===== src/rtl/core/spq_pkg.sv =====
// Shared types and codes for the sorted priority queue.
`default_nettype none
package spq_pkg;

   // Operation codes of a request
   typedef enum logic [1:0] {
      OP_INSERT = 2'd0,
      OP_DELETE = 2'd1,
      OP_CLEAR  = 2'd2,
      OP_NONE   = 2'd3
   } op_type;

   // Status codes of a response
   typedef enum logic [1:0] {
      ST_OK    = 2'd0,
      ST_EMPTY = 2'd1,
      ST_FULL  = 2'd2
   } status_type;

   localparam int VALUE_W = 32;
   localparam int PRIO_W  = 16;
   localparam int OCC_W   = 5;

   // One stored entry: value and signed Q8.8 priority
   typedef struct packed {
      logic signed [VALUE_W-1:0] value;
      logic signed [PRIO_W-1:0]  prio;
   } entry_type;

   // Broadcast control from the top level to every cell
   typedef struct packed {
      logic      insert;
      logic      delete;
      entry_type fresh;
   } cell_ctl_type;

endpackage
`default_nettype wire


===== src/rtl/core/spq_if.sv =====
// Request and response channel interfaces of the sorted priority queue.
`default_nettype none
interface spq_req_if;
   logic        valid;
   logic        ready;
   logic [1:0]  operation;
   logic [31:0] item_value;
   logic [15:0] item_priority;

   modport source (output valid, operation, item_value, item_priority, input ready);
   modport sink   (input valid, operation, item_value, item_priority, output ready);
endinterface

interface spq_rsp_if;
   logic        valid;
   logic        ready;
   logic [1:0]  status;
   logic [31:0] out_value;
   logic [15:0] out_priority;
   logic [4:0]  occupancy;

   modport source (output valid, status, out_value, out_priority, occupancy, input ready);
   modport sink   (input valid, status, out_value, out_priority, occupancy, output ready);
endinterface
`default_nettype wire


===== src/rtl/core/spq_cell.sv =====
// One slot of the sorted chain: holds an entry and shifts with its neighbors.
`default_nettype none
module spq_cell #(
   parameter int CNT_W = 5,
   parameter int IDX   = 0
) (
   input  wire                        clock,
   input  wire spq_pkg::cell_ctl_type ctl,
   input  wire [CNT_W-1:0]            count,
   input  wire spq_pkg::entry_type    left_entry,
   input  wire                        left_keep,
   input  wire spq_pkg::entry_type    right_entry,
   output spq_pkg::entry_type         entry,
   output logic                       keep
);
   import spq_pkg::*;

   entry_type entry_ff;
   entry_type entry_in;
   logic      occupied;

   // Slot holds a live entry that ranks at or above the new one
   assign occupied = count > CNT_W'(IDX);
   assign keep     = occupied && (entry_ff.prio >= ctl.fresh.prio);

   // Insert: stay, take the new entry, or shift right; delete: shift left
   always_comb begin
      entry_in = entry_ff;
      if (ctl.insert && !keep) begin
         entry_in = left_keep ? ctl.fresh : left_entry;
      end else if (ctl.delete) begin
         entry_in = right_entry;
      end
   end

   always_ff @(posedge clock) begin
      entry_ff <= entry_in;
   end

   assign entry = entry_ff;

endmodule
`default_nettype wire


===== src/rtl/core/sorted_priority_queue.sv =====
// Top level of the sorted priority queue: cell chain, count and response register.
//
//   Channel | Direction | Payload
//   req     | in        | operation, item_value, item_priority
//   rsp     | out       | status, out_value, out_priority, occupancy
//
// All cells compare against the new priority in parallel and shift in the same
// clock edge, so one request per cycle while the response is not stalled.
// The response sits in an output register; a new request is taken whenever
// that register is empty or being drained in the same cycle.
// Synchronous reset empties the queue (count to zero) and drops the response.
`default_nettype none
module sorted_priority_queue #(
   parameter int CAPACITY = 16
) (
   input wire          clock,
   input wire          reset,
   spq_req_if.sink     req,
   spq_rsp_if.source   rsp
);
   import spq_pkg::*;

   localparam int CNT_W = $clog2(CAPACITY + 1);

   logic [CNT_W-1:0] count_ff;
   logic [CNT_W-1:0] count_in;
   logic             rsp_valid_ff;
   logic             rsp_valid_in;
   status_type       status_ff;
   status_type       status_in;
   entry_type        out_ff;
   entry_type        out_in;

   logic             accept;
   logic             is_full;
   logic             is_empty;
   op_type           op;
   cell_ctl_type     ctl;
   entry_type        cell_entry [CAPACITY];
   logic             cell_keep  [CAPACITY];

   assign op       = op_type'(req.operation);
   assign is_full  = count_ff == CNT_W'(CAPACITY);
   assign is_empty = count_ff == '0;
   assign req.ready = !rsp_valid_ff || rsp.ready;
   assign accept   = req.valid && req.ready;

   // Control broadcast to the cells
   always_comb begin
      ctl.fresh.value = req.item_value;
      ctl.fresh.prio  = req.item_priority;
      ctl.insert      = accept && (op == OP_INSERT) && !is_full;
      ctl.delete      = accept && (op == OP_DELETE) && !is_empty;
   end

   // Cell chain, slot 0 is the front
   for (genvar i = 0; i < CAPACITY; i++) begin : g_cell
      entry_type left_entry;
      entry_type right_entry;
      logic      left_keep;
      if (i == 0) begin : g_head
         assign left_entry = ctl.fresh;
         assign left_keep  = 1'b1;
      end else begin : g_body
         assign left_entry = cell_entry[i-1];
         assign left_keep  = cell_keep[i-1];
      end
      if (i == CAPACITY - 1) begin : g_tail
         assign right_entry = cell_entry[i];
      end else begin : g_inner
         assign right_entry = cell_entry[i+1];
      end
      spq_cell #(
         .CNT_W (CNT_W),
         .IDX   (i)
      ) u_cell (
         .clock       (clock),
         .ctl         (ctl),
         .count       (count_ff),
         .left_entry  (left_entry),
         .left_keep   (left_keep),
         .right_entry (right_entry),
         .entry       (cell_entry[i]),
         .keep        (cell_keep[i])
      );
   end

   // Count and response next values
   always_comb begin
      count_in  = count_ff;
      status_in = ST_OK;
      out_in    = '0;
      case (op)
         OP_INSERT: begin
            if (is_full) begin
               status_in = ST_FULL;
            end else begin
               count_in = count_ff + CNT_W'(1);
            end
         end
         OP_DELETE: begin
            if (is_empty) begin
               status_in = ST_EMPTY;
            end else begin
               count_in = count_ff - CNT_W'(1);
               out_in   = cell_entry[0];
            end
         end
         OP_CLEAR: begin
            count_in = '0;
         end
         default: begin
            count_in = count_ff;
         end
      endcase
      rsp_valid_in = accept ? 1'b1 : (rsp_valid_ff && !rsp.ready);
   end

   // Control registers
   always_ff @(posedge clock) begin
      if (reset) begin
         count_ff     <= '0;
         rsp_valid_ff <= 1'b0;
      end else begin
         rsp_valid_ff <= rsp_valid_in;
         if (accept) begin
            count_ff <= count_in;
         end
      end
   end

   // Response payload register
   always_ff @(posedge clock) begin
      if (accept) begin
         status_ff <= status_in;
         out_ff    <= out_in;
      end
   end

   logic [CNT_W-1:0] occ_ff;
   always_ff @(posedge clock) begin
      if (accept) begin
         occ_ff <= count_in;
      end
   end

   assign rsp.valid        = rsp_valid_ff;
   assign rsp.status       = status_ff;
   assign rsp.out_value    = out_ff.value;
   assign rsp.out_priority = out_ff.prio;
   assign rsp.occupancy    = OCC_W'(occ_ff);

`ifndef SYNTHESIS
   // Count never passes the capacity
   a_count_bound: assert property (@(posedge clock) disable iff (reset)
      count_ff <= CNT_W'(CAPACITY))
      else $error("entry count above capacity");

   // Insert into a non-full queue grows the count by one
   a_insert_grows: assert property (@(posedge clock) disable iff (reset)
      ctl.insert |=> count_ff == $past(count_ff) + CNT_W'(1))
      else $error("insert did not grow the count");

   // Delete from a non-empty queue answers success next cycle
   a_delete_ok: assert property (@(posedge clock) disable iff (reset)
      ctl.delete |=> rsp_valid_ff && status_ff == ST_OK)
      else $error("delete did not report success");

   // Front two entries stay in descending priority order
   a_front_order: assert property (@(posedge clock) disable iff (reset)
      count_ff >= CNT_W'(2) |-> cell_entry[0].prio >= cell_entry[1].prio)
      else $error("front entries out of order");

   // A request is never taken while a stalled response is held
   a_no_overrun: assert property (@(posedge clock) disable iff (reset)
      rsp_valid_ff && !rsp.ready |-> !accept)
      else $error("request accepted over a stalled response");
`endif

endmodule
`default_nettype wire

===== src/flat_wrapper.sv =====
// flat-port wrapper written by rule: the top's interface ports become plain ports
module sorted_priority_queue_flat import spq_pkg::*;
#(
   parameter int CAPACITY = 16
)
  (clock, reset, req_valid, req_operation, req_item_value, req_item_priority, req_ready, rsp_valid, rsp_status, rsp_out_value, rsp_out_priority, rsp_occupancy, rsp_ready);
  spq_req_if req_i ();
  spq_rsp_if rsp_i ();
  input wire clock;
  input wire reset;
  input wire logic [$bits(req_i.valid)-1:0] req_valid;
  input wire logic [$bits(req_i.operation)-1:0] req_operation;
  input wire logic [$bits(req_i.item_value)-1:0] req_item_value;
  input wire logic [$bits(req_i.item_priority)-1:0] req_item_priority;
  output wire logic [$bits(req_i.ready)-1:0] req_ready;
  output wire logic [$bits(rsp_i.valid)-1:0] rsp_valid;
  output wire logic [$bits(rsp_i.status)-1:0] rsp_status;
  output wire logic [$bits(rsp_i.out_value)-1:0] rsp_out_value;
  output wire logic [$bits(rsp_i.out_priority)-1:0] rsp_out_priority;
  output wire logic [$bits(rsp_i.occupancy)-1:0] rsp_occupancy;
  input wire logic [$bits(rsp_i.ready)-1:0] rsp_ready;
  assign req_i.valid = req_valid;
  assign req_i.operation = req_operation;
  assign req_i.item_value = req_item_value;
  assign req_i.item_priority = req_item_priority;
  assign req_ready = req_i.ready;
  assign rsp_valid = rsp_i.valid;
  assign rsp_status = rsp_i.status;
  assign rsp_out_value = rsp_i.out_value;
  assign rsp_out_priority = rsp_i.out_priority;
  assign rsp_occupancy = rsp_i.occupancy;
  assign rsp_i.ready = rsp_ready;
  sorted_priority_queue #(.CAPACITY(CAPACITY)) u_core (.clock(clock), .reset(reset), .req(req_i), .rsp(rsp_i));
endmodule

===== config.mk =====
export PLATFORM = sky130hd
export DESIGN_NAME = sorted_priority_queue_flat
export DESIGN_NICKNAME = d
export VERILOG_FILES = /design/src/rtl/core/spq_pkg.sv /design/src/rtl/core/spq_if.sv /design/src/rtl/core/spq_cell.sv /design/src/rtl/core/sorted_priority_queue.sv /design/src/flat_wrapper.sv
export SDC_FILE = /design/constraint.sdc
export NUM_CORES = 2
export LEC_CHECK = 0
export ABC_CLOCK_PERIOD_IN_PS = 6000
export BUFFER_PORTS_ARGS = -buffer_cell sky130_fd_sc_hd__buf_2
export CORE_ASPECT_RATIO = 0.7
export CORE_MARGIN = 2
export CORE_UTILIZATION = 45
export DETAILED_ROUTE_END_ITERATION = 10
export HOLD_SLACK_MARGIN = 0.08
export PLACE_DENSITY_LB_ADDON = 0.05
export SYNTH_ARGS = -nofsm -noshare
export SYNTH_HDL_FRONTEND = slang
export SYNTH_SLANG_ARGS = --single-unit

===== constraint.sdc =====
create_clock -name clock -period 6 [get_ports clock]
set_input_delay 0.9 -clock clock [delete_from_list [all_inputs] [get_ports clock]]
set_output_delay 0.9 -clock clock [all_outputs]
set_load 0.01 [all_outputs]

==> implementation parameters <==
Parameter                              Value

Synthesis
  Sequential area share after synthesis ... ~52%
  Most frequent cell after synthesis ... a21oi_1
  Dominant register cell in the synthesized netlist ... edfxtp_1
  Area of the mapped netlist ... ~48000 um2
  Share of flip-flops with an asynchronous set or reset ... 0%
  Post-synthesis average cell area ... 11.3 um2
  Xor/xnor cell area share of the yosys netlist ... 0%
  Largest area contributor in the netlist ... edfxtp_1
  Instance count of the mapped netlist ... around 4200
  Count of flip-flops with a built-in enable after synthesis ... just over 800
  Post-synthesis compound-gate area fraction ... about 15%
  Fraction of the mapped netlist area in adder cells ... between 6 and 7%
  Top cells by instance count after synthesis ... a21oi_1, edfxtp_1, mux2i_1
  Top post-synthesis cells by area ... edfxtp_1, mux2i_1, a21oi_1
  FF+latch count, synth ... around 830
  Fraction of the mapped netlist area in simple logic gates ... approximately 5.7%
  Post-synth top area share ... 51.9%
  Synthesized netlist net count ... around 4500
  Total number of yosys warnings ... 0
  Count of distinct cell types in the synthesized netlist ... 66
  Largest family of logic cells by synthesized area ... multiplexers
  Mux contribution to synthesized area ... 16.6%

Clocking
  Buffer levels on the longest clock path ... 3
  Latest clock arrival within the worst-skew pair ... roughly 0.7 ns
  CTS tree ... built
  Clock buffer count from CTS ... roughly 90
  Number of gates given a new drive strength after cts ... 0
  Setup repair bufs after CTS ... 0
  Clock tree root driver cell ... clkbuf_16
  Hold buffer count at cts ... 0
  Worst-path clk slew ... about 0.07 ns
  Count of H-tree levels built during CTS ... 3
  # clock sinks ... about 830

Route
  Violation count after the first detailed-route iteration ... approximately 3400
  Detailed Route WL ... approximately 150 mm
  Drt drc ... 0
  Post-route ant nets ... 0
  Wire length per cell after detailed routing ... 25.9 um
  Vias after detailed routing ... 33900
  Vias per inst ... 6.02
  Count of TritonRoute iterations in the first routing pass ... 6

Min path
  Number of stages on the worst hold path ... 2
  Path type of the worst min-delay path ... input pin to flip-flop
  Capture endpoint of the worst hold path ... u_core.count_ff[1]
  Start point of the worst hold path ... reset

Global routing
  Maximum number of pins on one net before global-route repair ... 97
  Grt met2 use ... a little over a third
  Wire length of the first global-routing pass ... 217 mm
  Met1 routing resource usage after global routing ... between 40% and 50%
  Aggregate global-route resource usage ... 26.3%
  Busiest layer in global routing ... met1
  Total global routing overflow ... 0
  Antenna violations before repair ... 2
  Vias in the first global route ... approximately 32000
  GR Layer Usage met3 ... roughly 4.9%

Cells and area
  Area grow syn2layout ... 10.9%
  Finished Layout Cells ... roughly 5600
  Fraction of layout cells with a size suffix above 1 ... approximately an eighth
  Final nets ... around 4500

Die
  Std cell rows ... 99
  Area of the placeable core ... approximately 100000 um2
  Initial core utilization ... between 40% and 50%
  Die ar. ... ~110000 um2
  Vert. Die Dim ... roughly 280 um
  Horiz. Die Dim ... 393 um
  Number of I/O pins ... between 100 and 150

Critical path
  Crit end category ... flip-flop
  Critical path arrival ... 4.93 ns
  Maximum fanout along the worst path ... 36
  Critical Path RT ... around 6.4 ns
  Setup crit start kind ... input pin
  Setup slack of the most critical reg-to-reg path ... approximately 1.6 ns
  Kind of critical path ... input pin to flip-flop
  Critical R2R Launch ... u_core.count_ff[1]
  Destination of the worst register-to-register timing path ... u_core.g_cell[1].u_cell.entry[26]
  Worst R2R Path Depth ... 8

Power and ir drop
  P per Cell Area ... roughly 280 nW/um2
  Leak ... ~22 nW
  Worst vdd rail ir drop ... around 200 uV

Timing
  Worst relative slew slack ... 23.2%
  Hold Vio Cnt, Final ... 0
  Maximum clock skew at final layout ... approximately 0.022 ns
  Setup repair after global routing missed its margin ... false
  Setup TNS ... 0 ns
  Count of endpoints failing setup in the final report ... 0
  Fmax achieved ... 222 MHz
  Share of the clock period used by the worst path ... roughly three quarters
  Final critical-path required period ... approximately 4.5 ns
  Max-slew violations ... 0
  Tightest Pin Transition ... approximately 1.1 ns

Placed design
  IO buf count ... 110
  Placed instance count ... between 5000 and 6000
  Routability-driven placement congestion ratio ... a little under 0.9
  Detailed placement HPWL ... between 90 and 100 mm

Flow run
  Max-cap check violation count ... 0

Status
  Outcome ... complete, no violations
-- where the power goes --
group          switching [mW]  internal [mW]  leakage (nW)
registers               0.228           6.80          7.68
clock network            2.47           3.27          1.46
logic                    1.43          0.801          12.7
total                    4.13           10.9          21.8
-- logic make-up (layout without fill, tap and decap cells) --
kind of cell	count (synthesis)	in the layout
compound gates	1350	1350
fa+ha+maj	261	261
buf+inv	407	421
flops	829	829
mux	777	777
other cells	0	1
simple gates	571	571
-- registers in the layout (all words and copies together) (netlist names) --
signal and flops:
u_core.count_ff 5, u_core.g_cell.u_cell.entry 768, u_core.rsp.occupancy 5, u_core.rsp.out_priority 16, u_core.rsp.out_value 32, u_core.rsp.status 2, u_core.rsp.valid 1
-- per-layer routing --
layer | routed length, um | up-vias
met3 | 11200 | 136
met5 | 0 | -
li1 | - | 15800
met1 | 75500 | 16600
met2 | 57100 | 1274
met4 | 1880 | 0
-- final cells by class --
class                      instances  area, um2
antenna                            1       2.50
clock buffer                     111       2350
clock inverter                    51        579
fill                            9453      51700
inverter                          50        189
multi-input combinational       2959      21300
sequential                       829      24800
tap                             1414       1770
timing repair buffer             209       1740
-- stage by stage --
stage / total power [mW] / hold WS [ns] / cell area, um2 / setup WS, ns / utilization, %
2_1_floorplan: 8.55 / 0.516 / 47600 / 0.668 / -
3_3_place_gp: 9.32 / 0.511 / 49900 / 0.984 / 47.7
3_5_place_dp: 9.34 / 0.515 / 49900 / 0.954 / 47.7
4_1_cts: 15.1 / 0.427 / 52800 / 1.67 / 50.5
5_1_grt: 15.5 / 0.458 / 52800 / 1.45 / 50.5
6_report: 15.0 / 0.459 / 52800 / 1.49 / 50.5
-- cell usage in the layout, fill, tap and decap left out, types with 9 or more instances in the layout --
| master | count |
|---|---|
| mux2_2 | 107 |
| nand2b_2 | 15 |
| edfxtp_1 | 823 |
| a21oi_1 | 996 |
| nor2_1 | 265 |
| nand2_1 | 65 |
| inv_1 | 48 |
| mux2i_1 | 670 |
| buf_4 | 63 |
| bufinv_16 | 11 |
| a21o_1 | 13 |
| and2_1 | 49 |
| a21oi_2 | 10 |
| buf_2 | 110 |
| nand4_1 | 56 |
| clkbuf_1 | 19 |
| buf_12 | 36 |
| o21ai_0 | 218 |
| clkinv_2 | 28 |
| nor2b_1 | 17 |
| clkinv_1 | 9 |
| clkbuf_16 | 90 |
| a211oi_1 | 12 |
| nand3_1 | 20 |
| o21ai_1 | 9 |
| o211ai_1 | 19 |
| ha_1 | 261 |
| nand2b_1 | 10 |
-- worst max-delay path: stages --
cell and delay [ns]:
buf_2 0.45, inv_1 0.60, ha_1 0.51, nand4_1 0.18, or3_1 0.39, a21o_1 0.18
nand4_1 0.08, nor3b_2 0.29, nand2b_2 0.61, buf_12 0.32, mux2_2 0.38
-- how the worst max path moves through the flow --
stage | start | cells after the start | endpoint | slack, ns
2_1_floorplan | rsp_ready | 9 | u_core.g_cell[1].u_cell.entry[0] | 0.67
3_3_place_gp | req_item_priority[8] | 11 | u_core.g_cell[8].u_cell.entry[33] | 0.98
3_5_place_dp | req_item_priority[8] | 11 | u_core.g_cell[0].u_cell.entry[10] | 0.95
4_1_cts | u_core.count_ff[1] | 8 | u_core.g_cell[1].u_cell.entry[2] | 1.67
5_1_grt | u_core.count_ff[1] | 8 | u_core.g_cell[1].u_cell.entry[2] | 1.45
6_report | req_item_priority[8] | 11 | u_core.g_cell[0].u_cell.entry[10] | 1.49
(Power assumes the default switching activity.)
